<file path="src/rtl/core/wcrs_pkg.sv">
// ----------------------------------------------------------------------------
// wcrs_pkg
// Shared types, constants and helpers of the WAV clip level spike detector.
// ----------------------------------------------------------------------------
package wcrs_pkg;

	localparam int NUM_SLOTS_DEF       = 8;
	localparam int CLIP_BYTES_LOG2_DEF = 24;

	localparam int SQRT_STEPS = 17;
	localparam int HDR_BYTES  = 44;

	localparam logic [31:0] TAG_RIFF = 32'h52494646;
	localparam logic [31:0] TAG_WAVE = 32'h57415645;
	localparam logic [31:0] TAG_FMT  = 32'h666D7420;
	localparam logic [31:0] TAG_DATA = 32'h64617461;

	localparam logic [15:0] MIN_LEVEL_RST   = 16'd9830;
	localparam logic [15:0] SPIKE_RATIO_RST = 16'd461;
	localparam logic [8:0]  NEW_WEIGHT_RST  = 9'd77;

	typedef enum logic [1:0] {
		REG_MIN_LEVEL   = 2'd0,
		REG_SPIKE_RATIO = 2'd1,
		REG_NEW_WEIGHT  = 2'd2
	} reg_idx_t;

	typedef enum logic [2:0] {
		ERR_OK       = 3'd0,
		ERR_SHORT    = 3'd1,
		ERR_NOT_WAVE = 3'd2,
		ERR_NOT_PCM  = 3'd3,
		ERR_MISSING  = 3'd4,
		ERR_NO_SMPL  = 3'd5,
		ERR_TOO_LONG = 3'd6
	} err_t;

	typedef enum logic [1:0] {
		PH_HEADER    = 2'd0,
		PH_CHUNK_HDR = 2'd1,
		PH_BODY      = 2'd2,
		PH_STOP      = 2'd3
	} phase_t;

	typedef enum logic [1:0] {
		K_OTHER = 2'd0,
		K_FMT   = 2'd1,
		K_DATA  = 2'd2
	} kind_t;

	typedef enum logic [2:0] {
		ST_IDLE,
		ST_EVAL,
		ST_DIV,
		ST_SQLD,
		ST_SQRT,
		ST_CMP,
		ST_UPD,
		ST_OUT
	} state_t;

	typedef struct packed {
		logic in_ready;
		logic eval;
		logic div_load;
		logic div_step;
		logic sq_load;
		logic sq_step;
		logic cmp;
		logic upd;
		logic out_load;
	} cmd_t;

	typedef struct packed {
		logic err_ok;
		logic out_free;
	} sts_t;

	// Camera index reduced modulo the slot count by repeated subtraction.
	function automatic logic [7:0] slot_of(input logic [2:0] cam, input int ns);
		logic [2:0] r;
		r = cam;
		for (int i = 0; i < 8; i++) begin
			if (int'(r) >= ns) begin
				r = r - 3'(ns);
			end
		end
		return {5'd0, r};
	endfunction

endpackage

</file>
<file path="src/rtl/core/wcrs_ctrl.sv">
// ----------------------------------------------------------------------------
// wcrs_ctrl
// Sequencer: byte intake, evaluation, divide, square root, level update.
// ----------------------------------------------------------------------------
module wcrs_ctrl #(
	parameter int DIV_STEPS = wcrs_pkg::CLIP_BYTES_LOG2_DEF + 32
) (
	input  logic            clk,
	input  logic            arst_n,
	input  logic            in_valid,
	input  logic            in_last,
	input  wcrs_pkg::sts_t  sts,
	output wcrs_pkg::cmd_t  cmd
);

	localparam int CW = $clog2(DIV_STEPS + 1);

	wcrs_pkg::state_t state_q, state_nxt;
	logic [CW-1:0]    cnt_q, cnt_nxt;

	always_ff @(posedge clk or negedge arst_n) begin
		if (!arst_n) begin
			state_q <= wcrs_pkg::ST_IDLE;
			cnt_q   <= '0;
		end else begin
			state_q <= state_nxt;
			cnt_q   <= cnt_nxt;
		end
	end

	always_comb begin
		state_nxt = state_q;
		cnt_nxt   = cnt_q;
		cmd       = '0;
		unique case (state_q)
			wcrs_pkg::ST_IDLE: begin
				cmd.in_ready = 1'b1;
				if (in_valid && in_last) begin
					state_nxt = wcrs_pkg::ST_EVAL;
				end
			end
			wcrs_pkg::ST_EVAL: begin
				cmd.eval = 1'b1;
				cnt_nxt  = '0;
				if (sts.err_ok) begin
					cmd.div_load = 1'b1;
					state_nxt    = wcrs_pkg::ST_DIV;
				end else begin
					state_nxt = wcrs_pkg::ST_OUT;
				end
			end
			wcrs_pkg::ST_DIV: begin
				cmd.div_step = 1'b1;
				cnt_nxt      = cnt_q + 1'b1;
				if (cnt_q == CW'(DIV_STEPS - 1)) begin
					state_nxt = wcrs_pkg::ST_SQLD;
				end
			end
			wcrs_pkg::ST_SQLD: begin
				cmd.sq_load = 1'b1;
				cnt_nxt     = '0;
				state_nxt   = wcrs_pkg::ST_SQRT;
			end
			wcrs_pkg::ST_SQRT: begin
				cmd.sq_step = 1'b1;
				cnt_nxt     = cnt_q + 1'b1;
				if (cnt_q == CW'(wcrs_pkg::SQRT_STEPS - 1)) begin
					state_nxt = wcrs_pkg::ST_CMP;
				end
			end
			wcrs_pkg::ST_CMP: begin
				cmd.cmp   = 1'b1;
				state_nxt = wcrs_pkg::ST_UPD;
			end
			wcrs_pkg::ST_UPD: begin
				cmd.upd   = 1'b1;
				state_nxt = wcrs_pkg::ST_OUT;
			end
			wcrs_pkg::ST_OUT: begin
				if (sts.out_free) begin
					cmd.out_load = 1'b1;
					state_nxt    = wcrs_pkg::ST_IDLE;
				end
			end
			default: begin
				state_nxt = wcrs_pkg::ST_IDLE;
			end
		endcase
	end

endmodule

</file>
<file path="src/rtl/core/wcrs_datapath.sv">
// ----------------------------------------------------------------------------
// wcrs_datapath
// Chunk parser, sample accumulator, divider, square root, level table and
// result register.
// ----------------------------------------------------------------------------
module wcrs_datapath #(
	parameter int NUM_SLOTS       = wcrs_pkg::NUM_SLOTS_DEF,
	parameter int CLIP_BYTES_LOG2 = wcrs_pkg::CLIP_BYTES_LOG2_DEF
) (
	input  logic           clk,
	input  logic           arst_n,
	input  wcrs_pkg::cmd_t cmd,
	output wcrs_pkg::sts_t sts,
	input  logic           byte_en,
	input  logic [7:0]     data_byte,
	input  logic [2:0]     camera,
	input  logic           cfg_en,
	input  logic [1:0]     cfg_index,
	input  logic [15:0]    cfg_data,
	output logic           out_valid,
	input  logic           out_ready,
	output logic [47:0]    out_data
);

	localparam int CBL    = CLIP_BYTES_LOG2;
	localparam int SW     = CBL + 30;
	localparam int DW     = SW + 2;
	localparam int SLOT_W = (NUM_SLOTS > 1) ? $clog2(NUM_SLOTS) : 1;

	// Configuration registers.
	logic [15:0] min_level_q, spike_ratio_q;
	logic [8:0]  new_weight_q;

	always_ff @(posedge clk or negedge arst_n) begin
		if (!arst_n) begin
			min_level_q   <= wcrs_pkg::MIN_LEVEL_RST;
			spike_ratio_q <= wcrs_pkg::SPIKE_RATIO_RST;
			new_weight_q  <= wcrs_pkg::NEW_WEIGHT_RST;
		end else if (cfg_en) begin
			unique case (cfg_index)
				wcrs_pkg::REG_MIN_LEVEL:   min_level_q   <= cfg_data;
				wcrs_pkg::REG_SPIKE_RATIO: spike_ratio_q <= cfg_data;
				wcrs_pkg::REG_NEW_WEIGHT:  new_weight_q  <= cfg_data[8:0];
				default: ;
			endcase
		end
	end

	// Per-clip parser state.
	wcrs_pkg::phase_t phase_q, n_phase;
	wcrs_pkg::kind_t  kind_q, n_kind;
	logic [CBL-1:0]   clip_q, n_clip;
	logic [31:0]      tag_q, n_tag;
	logic [31:0]      len_q, n_len;
	logic [32:0]      pos_q, n_pos;
	logic [63:0]      fmt_q, n_fmt;
	logic [63:0]      pf_q, n_pf;
	logic [15:0]      pa_q, n_pa;
	logic [15:0]      dbits_q, n_dbits;
	logic [SW-1:0]    csum_q, n_csum, psum_q, n_psum;
	logic [CBL-1:0]   ccnt_q, n_ccnt, pcnt_q, n_pcnt;
	logic [7:0]       lh_q, n_lh;
	logic             ovl_q, n_ovl, hbad_q, n_hbad, fbad_q, n_fbad;
	logic             fseen_q, n_fseen, dpres_q, n_dpres, dempty_q, n_dempty;

	always_comb begin
		logic [31:0]            tg, ln;
		logic [63:0]            pf;
		logic [15:0]            pa, db;
		logic [SW-1:0]          ps;
		logic [CBL-1:0]         pc;
		logic [32:0]            span;
		logic                   do_close;
		wcrs_pkg::kind_t        kd;
		logic signed [15:0]     smp;
		logic signed [31:0]     sq;
		logic                   add;

		n_phase = phase_q; n_kind = kind_q; n_clip = clip_q; n_tag = tag_q;
		n_len = len_q; n_pos = pos_q; n_fmt = fmt_q; n_pf = pf_q; n_pa = pa_q;
		n_dbits = dbits_q; n_csum = csum_q; n_psum = psum_q; n_ccnt = ccnt_q;
		n_pcnt = pcnt_q; n_lh = lh_q; n_ovl = ovl_q; n_hbad = hbad_q;
		n_fbad = fbad_q; n_fseen = fseen_q; n_dpres = dpres_q; n_dempty = dempty_q;
		tg = tag_q; ln = len_q; pf = pf_q; pa = pa_q; db = dbits_q;
		ps = psum_q; pc = pcnt_q; kd = kind_q; do_close = 1'b0;
		smp = '0; add = 1'b0;
		span = {1'b0, len_q} + 33'(len_q[0]);

		if (byte_en && !ovl_q) begin
			if (&clip_q) begin
				n_ovl = 1'b1;
			end else begin
				n_clip = clip_q + 1'b1;
				case (phase_q)
					wcrs_pkg::PH_HEADER: begin
						tg    = {tag_q[23:0], data_byte};
						n_tag = tg;
						if (clip_q == CBL'(3) && tg != wcrs_pkg::TAG_RIFF) begin
							n_hbad = 1'b1;
						end
						if (clip_q == CBL'(11)) begin
							if (tg != wcrs_pkg::TAG_WAVE) begin
								n_hbad = 1'b1;
							end
							n_tag   = '0;
							n_pos   = '0;
							n_len   = '0;
							n_phase = wcrs_pkg::PH_CHUNK_HDR;
						end
					end
					wcrs_pkg::PH_CHUNK_HDR: begin
						if (pos_q < 33'd4) begin
							tg = {tag_q[23:0], data_byte};
						end else begin
							ln[8*pos_q[1:0] +: 8] = data_byte;
						end
						n_tag = tg;
						n_len = ln;
						n_pos = pos_q + 1'b1;
						if (pos_q == 33'd7) begin
							kd = wcrs_pkg::K_OTHER;
							if (tg == wcrs_pkg::TAG_FMT && ln >= 32'd16) begin
								kd = wcrs_pkg::K_FMT;
							end else if (tg == wcrs_pkg::TAG_DATA) begin
								kd = wcrs_pkg::K_DATA;
								ps = '0;
								pc = '0;
								if (!fseen_q) begin
									db = '0;
								end else if (fmt_q[63:48] == 16'd0) begin
									db = 16'hFFFF;
								end else begin
									db = fmt_q[63:48];
								end
							end
							n_kind  = kd;
							n_dbits = db;
							n_psum  = ps;
							n_pcnt  = pc;
							n_pos   = '0;
							n_phase = wcrs_pkg::PH_BODY;
							if (ln == 32'd0) begin
								do_close = 1'b1;
							end
						end
					end
					wcrs_pkg::PH_BODY: begin
						if (kind_q == wcrs_pkg::K_FMT) begin
							if (pos_q < 33'd2) begin
								pa[8*pos_q[0] +: 8] = data_byte;
							end else if (pos_q < 33'd8) begin
								pf[8*(pos_q[2:0] - 3'd2) +: 8] = data_byte;
							end else if (pos_q == 33'd14) begin
								pf[55:48] = data_byte;
							end else if (pos_q == 33'd15) begin
								pf[63:56] = data_byte;
							end
						end else if (kind_q == wcrs_pkg::K_DATA && pos_q < {1'b0, len_q}) begin
							if (dbits_q == 16'd8) begin
								smp = {~data_byte[7], data_byte[6:0], 8'h00};
								add = 1'b1;
							end else if (dbits_q == 16'd16) begin
								if (!pos_q[0]) begin
									n_lh = data_byte;
								end else begin
									smp = {data_byte, lh_q};
									add = 1'b1;
								end
							end
						end
						sq = smp * smp;
						if (add) begin
							ps = psum_q + SW'(sq[30:0]);
							pc = pcnt_q + 1'b1;
						end
						n_pa   = pa;
						n_pf   = pf;
						n_psum = ps;
						n_pcnt = pc;
						n_pos  = pos_q + 1'b1;
						if (pos_q + 1'b1 == span) begin
							do_close = 1'b1;
						end
					end
					default: ;
				endcase

				if (do_close) begin
					if (kd == wcrs_pkg::K_FMT && pa != 16'd1) begin
						n_fbad  = 1'b1;
						n_phase = wcrs_pkg::PH_STOP;
					end else begin
						if (kd == wcrs_pkg::K_FMT) begin
							n_fmt   = pf;
							n_fseen = 1'b1;
						end else if (kd == wcrs_pkg::K_DATA && db != 16'd0) begin
							n_csum   = ps;
							n_ccnt   = pc;
							n_dpres  = 1'b1;
							n_dempty = (ln == 32'd0);
						end
						n_tag   = '0;
						n_len   = '0;
						n_pos   = '0;
						n_pa    = '0;
						n_pf    = '0;
						n_kind  = wcrs_pkg::K_OTHER;
						n_phase = wcrs_pkg::PH_CHUNK_HDR;
					end
				end
			end
		end

		if (cmd.out_load) begin
			n_phase = wcrs_pkg::PH_HEADER; n_kind = wcrs_pkg::K_OTHER; n_clip = '0;
			n_tag = '0; n_len = '0; n_pos = '0; n_fmt = '0; n_pf = '0; n_pa = '0;
			n_dbits = '0; n_csum = '0; n_psum = '0; n_ccnt = '0; n_pcnt = '0;
			n_lh = '0; n_ovl = 1'b0; n_hbad = 1'b0; n_fbad = 1'b0; n_fseen = 1'b0;
			n_dpres = 1'b0; n_dempty = 1'b0;
		end
	end

	always_ff @(posedge clk or negedge arst_n) begin
		if (!arst_n) begin
			phase_q <= wcrs_pkg::PH_HEADER; kind_q <= wcrs_pkg::K_OTHER; clip_q <= '0;
			tag_q <= '0; len_q <= '0; pos_q <= '0; fmt_q <= '0; pf_q <= '0; pa_q <= '0;
			dbits_q <= '0; csum_q <= '0; psum_q <= '0; ccnt_q <= '0; pcnt_q <= '0;
			lh_q <= '0; ovl_q <= 1'b0; hbad_q <= 1'b0; fbad_q <= 1'b0; fseen_q <= 1'b0;
			dpres_q <= 1'b0; dempty_q <= 1'b0;
		end else begin
			phase_q <= n_phase; kind_q <= n_kind; clip_q <= n_clip;
			tag_q <= n_tag; len_q <= n_len; pos_q <= n_pos; fmt_q <= n_fmt; pf_q <= n_pf;
			pa_q <= n_pa; dbits_q <= n_dbits; csum_q <= n_csum; psum_q <= n_psum;
			ccnt_q <= n_ccnt; pcnt_q <= n_pcnt; lh_q <= n_lh; ovl_q <= n_ovl;
			hbad_q <= n_hbad; fbad_q <= n_fbad; fseen_q <= n_fseen;
			dpres_q <= n_dpres; dempty_q <= n_dempty;
		end
	end

	// Error classification on the finished clip, in priority order.
	wcrs_pkg::err_t err_c, err_q;
	logic [15:0]    chan;
	logic [31:0]    rate;
	logic [15:0]    bits;

	assign chan = fmt_q[15:0];
	assign rate = fmt_q[47:16];
	assign bits = fmt_q[63:48];

	always_comb begin
		if (ovl_q) begin
			err_c = wcrs_pkg::ERR_TOO_LONG;
		end else if (clip_q < CBL'(wcrs_pkg::HDR_BYTES)) begin
			err_c = wcrs_pkg::ERR_SHORT;
		end else if (hbad_q) begin
			err_c = wcrs_pkg::ERR_NOT_WAVE;
		end else if (fbad_q) begin
			err_c = wcrs_pkg::ERR_NOT_PCM;
		end else if (!fseen_q || chan == 16'd0 || rate == 32'd0 || rate[31]
		             || (bits != 16'd8 && bits != 16'd16) || !dpres_q || dempty_q) begin
			err_c = wcrs_pkg::ERR_MISSING;
		end else if (ccnt_q == '0) begin
			err_c = wcrs_pkg::ERR_NO_SMPL;
		end else begin
			err_c = wcrs_pkg::ERR_OK;
		end
	end

	assign sts.err_ok = (err_c == wcrs_pkg::ERR_OK);

	logic [SLOT_W-1:0] slot_q;

	always_ff @(posedge clk) begin
		if (byte_en) begin
			slot_q <= SLOT_W'(wcrs_pkg::slot_of(camera, NUM_SLOTS));
		end
		if (cmd.eval) begin
			err_q <= err_c;
		end
	end

	// Restoring divider: 4 * sum / samples, one dividend bit per cycle.
	// The quotient never exceeds 2^32, so 33 quotient bits are kept.
	logic [DW-1:0]  dvd_q;
	logic [CBL-1:0] rem_q;
	logic [32:0]    quo_q;

	always_ff @(posedge clk) begin
		logic [CBL:0] sh;
		sh = {rem_q, dvd_q[DW-1]};
		if (cmd.div_load) begin
			dvd_q <= {csum_q, 2'b00};
			rem_q <= '0;
			quo_q <= '0;
		end else if (cmd.div_step) begin
			dvd_q <= {dvd_q[DW-2:0], 1'b0};
			if (sh >= {1'b0, ccnt_q}) begin
				rem_q <= CBL'(sh - {1'b0, ccnt_q});
				quo_q <= {quo_q[31:0], 1'b1};
			end else begin
				rem_q <= sh[CBL-1:0];
				quo_q <= {quo_q[31:0], 1'b0};
			end
		end
	end

	// Digit-by-digit square root, two radicand bits per cycle.
	logic [33:0] rad_q;
	logic [19:0] srem_q;
	logic [16:0] root_q;

	always_ff @(posedge clk) begin
		logic [19:0] shr;
		logic [19:0] trial;
		shr   = {srem_q[17:0], rad_q[33:32]};
		trial = {1'b0, root_q, 2'b01};
		if (cmd.sq_load) begin
			rad_q  <= {1'b0, quo_q};
			srem_q <= '0;
			root_q <= '0;
		end else if (cmd.sq_step) begin
			rad_q <= {rad_q[31:0], 2'b00};
			if (shr >= trial) begin
				srem_q <= shr - trial;
				root_q <= {root_q[15:0], 1'b1};
			end else begin
				srem_q <= shr;
				root_q <= {root_q[15:0], 1'b0};
			end
		end
	end

	logic [15:0] score;
	assign score = root_q[16] ? 16'hFFFF : root_q[15:0];

	// Level table and spike decision.
	logic [15:0] lvl_q [NUM_SLOTS];
	logic [15:0] prev;
	logic        det_q;
	logic [8:0]  w;
	logic [31:0] base_prod;
	logic [25:0] mix;

	assign prev      = lvl_q[slot_q];
	assign w         = (new_weight_q > 9'd256) ? 9'd256 : new_weight_q;
	assign base_prod = spike_ratio_q * prev;
	assign mix       = 26'(prev * (9'd256 - w)) + 26'(score * w) + 26'd128;

	always_ff @(posedge clk) begin
		if (cmd.cmp) begin
			det_q <= (score >= min_level_q)
			         && (prev == 16'd0 || {score, 8'h00} >= {8'h00, base_prod});
		end
	end

	always_ff @(posedge clk or negedge arst_n) begin
		if (!arst_n) begin
			for (int i = 0; i < NUM_SLOTS; i++) begin
				lvl_q[i] <= '0;
			end
		end else if (cmd.upd) begin
			lvl_q[slot_q] <= (prev == 16'd0) ? score : mix[23:8];
		end
	end

	// Result register.
	logic        ovalid_q;
	logic [47:0] odata_q;
	logic        ok;

	assign ok           = (err_q == wcrs_pkg::ERR_OK);
	assign sts.out_free = !ovalid_q || out_ready;

	always_ff @(posedge clk or negedge arst_n) begin
		if (!arst_n) begin
			ovalid_q <= 1'b0;
		end else if (cmd.out_load) begin
			ovalid_q <= 1'b1;
		end else if (out_ready) begin
			ovalid_q <= 1'b0;
		end
	end

	always_ff @(posedge clk) begin
		if (cmd.out_load) begin
			odata_q <= {4'd0, 24'(clip_q), err_q, ok & det_q, ok ? score : 16'd0};
		end
	end

	assign out_valid = ovalid_q;
	assign out_data  = odata_q;

endmodule

</file>
<file path="src/rtl/core/wav_clip_rms_spike_detector.sv">
// ----------------------------------------------------------------------------
// wav_clip_rms_spike_detector
// RIFF/WAVE PCM clip parser with RMS level and per-camera spike detection.
// ----------------------------------------------------------------------------
// Clip bytes are taken one per cycle while s_tready is high. The final byte
// (tlast) starts the evaluation, during which no bytes are taken: the clip
// is classified, then taken through the bit-serial divider, loaded into and
// stepped through the two-bits-per-cycle square root, the level is compared
// and the table updated, and the result register is loaded once the output
// is free. A clip with an error skips the arithmetic and goes from its
// classification straight to loading the result register. The next clip
// may start while a result waits.
// ----------------------------------------------------------------------------
module wav_clip_rms_spike_detector #(
	parameter int NUM_SLOTS       = wcrs_pkg::NUM_SLOTS_DEF,
	parameter int CLIP_BYTES_LOG2 = wcrs_pkg::CLIP_BYTES_LOG2_DEF
) (
	input  logic        clk,
	input  logic        arst_n,
	input  logic        s_tvalid,
	output logic        s_tready,
	input  logic [7:0]  s_tdata,   // data_byte
	input  logic        s_tlast,   // last_byte
	input  logic [2:0]  s_tuser,   // camera
	output logic        m_tvalid,
	input  logic        m_tready,
	output logic [47:0] m_tdata,   // score, detected, error_code, byte_count, zero fill
	input  logic        cfg_valid,
	output logic        cfg_ready,
	input  logic [1:0]  cfg_index,
	input  logic [15:0] cfg_data
);

	wcrs_pkg::cmd_t cmd;
	wcrs_pkg::sts_t sts;

	assign s_tready  = cmd.in_ready;
	assign cfg_ready = 1'b1;

	wcrs_ctrl #(
		.DIV_STEPS(CLIP_BYTES_LOG2 + 32)
	) u_ctrl (
		.clk     (clk),
		.arst_n  (arst_n),
		.in_valid(s_tvalid),
		.in_last (s_tlast),
		.sts     (sts),
		.cmd     (cmd)
	);

	wcrs_datapath #(
		.NUM_SLOTS      (NUM_SLOTS),
		.CLIP_BYTES_LOG2(CLIP_BYTES_LOG2)
	) u_dp (
		.clk      (clk),
		.arst_n   (arst_n),
		.cmd      (cmd),
		.sts      (sts),
		.byte_en  (s_tvalid & cmd.in_ready),
		.data_byte(s_tdata),
		.camera   (s_tuser),
		.cfg_en   (cfg_valid & cfg_ready),
		.cfg_index(cfg_index),
		.cfg_data (cfg_data),
		.out_valid(m_tvalid),
		.out_ready(m_tready),
		.out_data (m_tdata)
	);

endmodule

</file>
<file path="config.mk">
export PLATFORM = sky130hd
export DESIGN_NAME = wav_clip_rms_spike_detector
export DESIGN_NICKNAME = d
export VERILOG_FILES = /design/src/rtl/core/wcrs_pkg.sv /design/src/rtl/core/wcrs_ctrl.sv /design/src/rtl/core/wcrs_datapath.sv /design/src/rtl/core/wav_clip_rms_spike_detector.sv
export SDC_FILE = /design/constraint.sdc
export NUM_CORES = 2
export LEC_CHECK = 0
export ABC_AREA = 1
export BUFFER_PORTS_ARGS = -buffer_cell sky130_fd_sc_hd__buf_2
export CAP_MARGIN = 10
export CORE_MARGIN = 8
export CORE_UTILIZATION = 35
export DETAILED_ROUTE_END_ITERATION = 10
export PLACE_DENSITY = 0.5
export SLEW_MARGIN = 10
export SYNTH_ARGS = -nofsm -noshare
export SYNTH_HDL_FRONTEND = slang
export SYNTH_HIERARCHICAL = 1
export SYNTH_SLANG_ARGS = --single-unit
export TNS_END_PERCENT = 1
</file>
<file path="constraint.sdc">
create_clock -name clk -period 14.25 [get_ports clk]
set_input_delay 2.85 -clock clk [delete_from_list [all_inputs] [get_ports clk]]
set_output_delay 2.85 -clock clk [all_outputs]
set_load 0.02 [all_outputs]
</file>
==> results.yml <==
floorplan:
  die_x_um: 486
  design.core.area_sq_mm: 0.220
  start_util_pct: 35.2
  fp.dieH_um: 486
  rows: 172
  ios: 86
  dieArea_sq_mm: 0.236
global_routing:
  first_global_vias: 67800
  grt_use_total_pct: 21.2
  grt_start_max_net_pins: 158
  antenna_found_initial: 1
  grt.overflow.total: 0
  grt_pass1_wl_um: 401000
sta:
  setup-tns-final_ns: 0
  finalCritPeriodShare_pct: 87.4
  maxSlewViolCount: 0
  min_period_ns: 12.46
  worst_pin_slew_ns: 1.20
  finalSetupViolCount: 0
  max_freq_mhz: 80.3
  hold_violations: 0
  slew_headroom_pct: 19.9
  rsz0062_at_grt: "false"
  fin_skew_ns: 0.0315
layout:
  n_antenna_cell: 0
  fillers: 22900
  nNetsFinal: 11200
  area_growth_syn_to_layout_pct: 8.97
  drive_above_1_share_pct: 4.60
outcome:
  status: "finished, final reports clean"
cts:
  cts_buffers: 103
  root_buffer: "clkbuf_16"
  post-cts-setup-buffer-count: 0
  clock_latency_ns: 0.76
  cts.clk_slew.worst_paths_ns: 0.06
  ctsHoldBuffers: 0
  ctsResizeCount: 0
  cts.sinks: 865
  h-tree-depth: 3
  clockBufferDepth: 3
  cts_tree: "done"
worst_setup_path:
  cp_max_fo: 20
  max_stage_delay_ns: 0.73
  cp_slowest_cell: "nand2_1"
  arrival_ns: 13.03
  cp_num_cells: 51
  reg2reg_to: "u_dp/psum_q[42]$_DFFE_PN0P_"
  reg2reg_depth: 51
  r2r_slack_ns: 1.79
  cp_num_buf_inv: 11
  start_kind: "flop"
  r2r-start: "u_dp/len_q[23]$_DFFE_PN0P_"
  worstSetupEndpointType: "flop"
  cpMostUsedCell: "inv_1"
  path_delay_family: "adder cells"
  critical_path_required_ns: 14.83
  worst-setup-path-type: "reg2reg"
logic_synthesis:
  synthCells: 10100
  synth.distinct_cells: 70
  synth_area_leader_cell: "dfrtp_1"
  netlist_top_cells_count: "nand2_1, inv_1, nor2_1"
  synth_area_sq_mm: 0.0773
  syn_avg_cell_area_sq_um: 7.62
  yosys_warnings: 6
  synth-edff-count: 138
  ys_ff_latch: 865
  yosys.cell_count.top_type: "nand2_1"
  async_reset_ff_share_pct: 73.3
  ys_seq_area_share_pct: 28.3
  synth_area_leaders: "dfrtp_1, fa_1, nand2_1"
  synth_top_area_share_pct: 20.0
  synth_flop_cell: "dfrtp_1"
worst_hold_path:
  min_path_type: "reg2reg"
  hold_start: "u_dp/rad_q[31]$_DFFE_PP_"
  whs_endpoint: "u_dp/rad_q[33]$_SDFFE_PP0P_"
  hold_depth: 2
placement:
  place_hpwl_um: 185000
  gp_congestion: 0.947
  io_buffers: 80
flow_run:
  max-cap-violations: 0
drt:
  via_per_inst: 5.22
  routed_wl_um: 255000
  drt_iter0_markers: 5493
  dr.pass1.iters: 7
  vias: 67700
  wl_per_cell_um: 19.7
  drc: 0
  drtAntennaViolNets: 0
==> per-stage QoR <==
| stage | setup slack [ns] | hold WS (ns) | cell area [sq um] | std cells | utilization, % |
|---|---|---|---|---|---|
| after floorplan | 3.12 | 0.417 | 77300 | 10200 | - |
| after global placement | 1.78 | 0.436 | 80500 | 12800 | 36.7 |
| after detailed placement | 1.73 | 0.437 | 80500 | 12800 | 36.7 |
| after CTS | 1.78 | 0.450 | 84200 | 13000 | 38.3 |
| after global routing | 0.542 | 0.456 | 84200 | 13000 | 38.4 |
| final | 1.79 | 0.449 | 84200 | 13000 | 38.4 |
==> layout by cell type, fill, tap and decap left out, types with 29 or more instances in the layout <==
master and count:
a21oi_1 338, a22o_1 33, a31oi_1 63, buf_2 79
buf_4 111, clkbuf_16 103, clkinv_1 29, dfrtp_1 617
dfxtp_1 93, edfxtp_1 138, fa_1 673, ha_1 437
inv_1 1583, nand2_1 2540, nand3_1 390, nand4_1 160
nor2_1 898, nor3_1 123, nor4_1 64, o211ai_1 84
o21ai_0 778, o21ai_1 37, o22ai_1 173, xnor2_1 69
xor2_1 154
==> worst min-delay path, stage by stage, from the launching register on <==
cell      delay [ns]
edfxtp_1        0.32
nand2_1         0.05
o21ai_0         0.05
==> state kept, by name, indices dropped and copies added (netlist names), 17 cells and up <==
name and count:
u_dp/rad_q 34, u_dp/psum_q 54, u_dp/pos_q 33, u_dp/clip_q 24, u_dp/pf_q 64, u_dp/lvl_q 128, u_dp/quo_q 33, u_dp/dvd_q 54
u_dp/pcnt_q 24, u_dp/out_data 44, u_dp/srem_q 18, u_dp/rem_q 24, u_dp/ccnt_q 24, u_dp/csum_q 54, u_dp/fmt_q 64, u_dp/len_q 32
u_dp/tag_q 32, u_dp/root_q 17
==> per-layer routing <==
metal | GRT usage (%) | vias up | wire [um]
met1 | 29.5 | 33300 | 116000
met2 | 34.8 | 1997 | 118000
met3 | 2.92 | 400 | 14600
met4 | 5.47 | 0 | 7130
li1 | - | 32100 | -
met5 | 0 | - | 0
==> worst max-delay path by stage <==
stage / startpoint / end / slack (ns)
after CTS: u_dp/len_q[21]$_DFFE_PN0P_ / u_dp/psum_q[42]$_DFFE_PN0P_ / 1.78
after global placement: u_dp/len_q[23]$_DFFE_PN0P_ / u_dp/psum_q[42]$_DFFE_PN0P_ / 1.78
after global routing: u_dp/dbits_q[13]$_DFFE_PN0P_ / u_dp/psum_q[42]$_DFFE_PN0P_ / 0.54
after detailed placement: s_tdata[1] / u_dp/psum_q[42]$_DFFE_PN0P_ / 1.73
after floorplan: s_tdata[2] / u_dp/csum_q[42]$_DFFE_PN0P_ / 3.12
final: u_dp/len_q[23]$_DFFE_PN0P_ / u_dp/psum_q[42]$_DFFE_PN0P_ / 1.79
==> cell type report <==
cell class	count	area (sq um)	area share, %
Tap cell	2871	3590	4.27
Timing Repair Buffer	195	1310	1.56
Multi-Input combinational cell	7226	47600	56.5
Clock buffer	149	2940	3.49
Sequential cell	865	21900	26.0
Inverter	1634	6150	7.30
Clock inverter	45	721	0.856
==> kinds of logic after synthesis <==
kind of cell	Yosys count	share of synthesized area [%]
and+or+nand+nor	4248	22.5
buffers and inverters	2068	10.3
AOI/OAI and AO/OA	1620	11.8
adders and majority gates	1113	24.6
DFF	865	28.3
xor gates and xnor gates	224	2.54
other	3	0.0146
muxes	1	0.0146
Power is not shown: default switching activity piles up to over one toggle a cycle in this logic, so the estimate is an artifact.
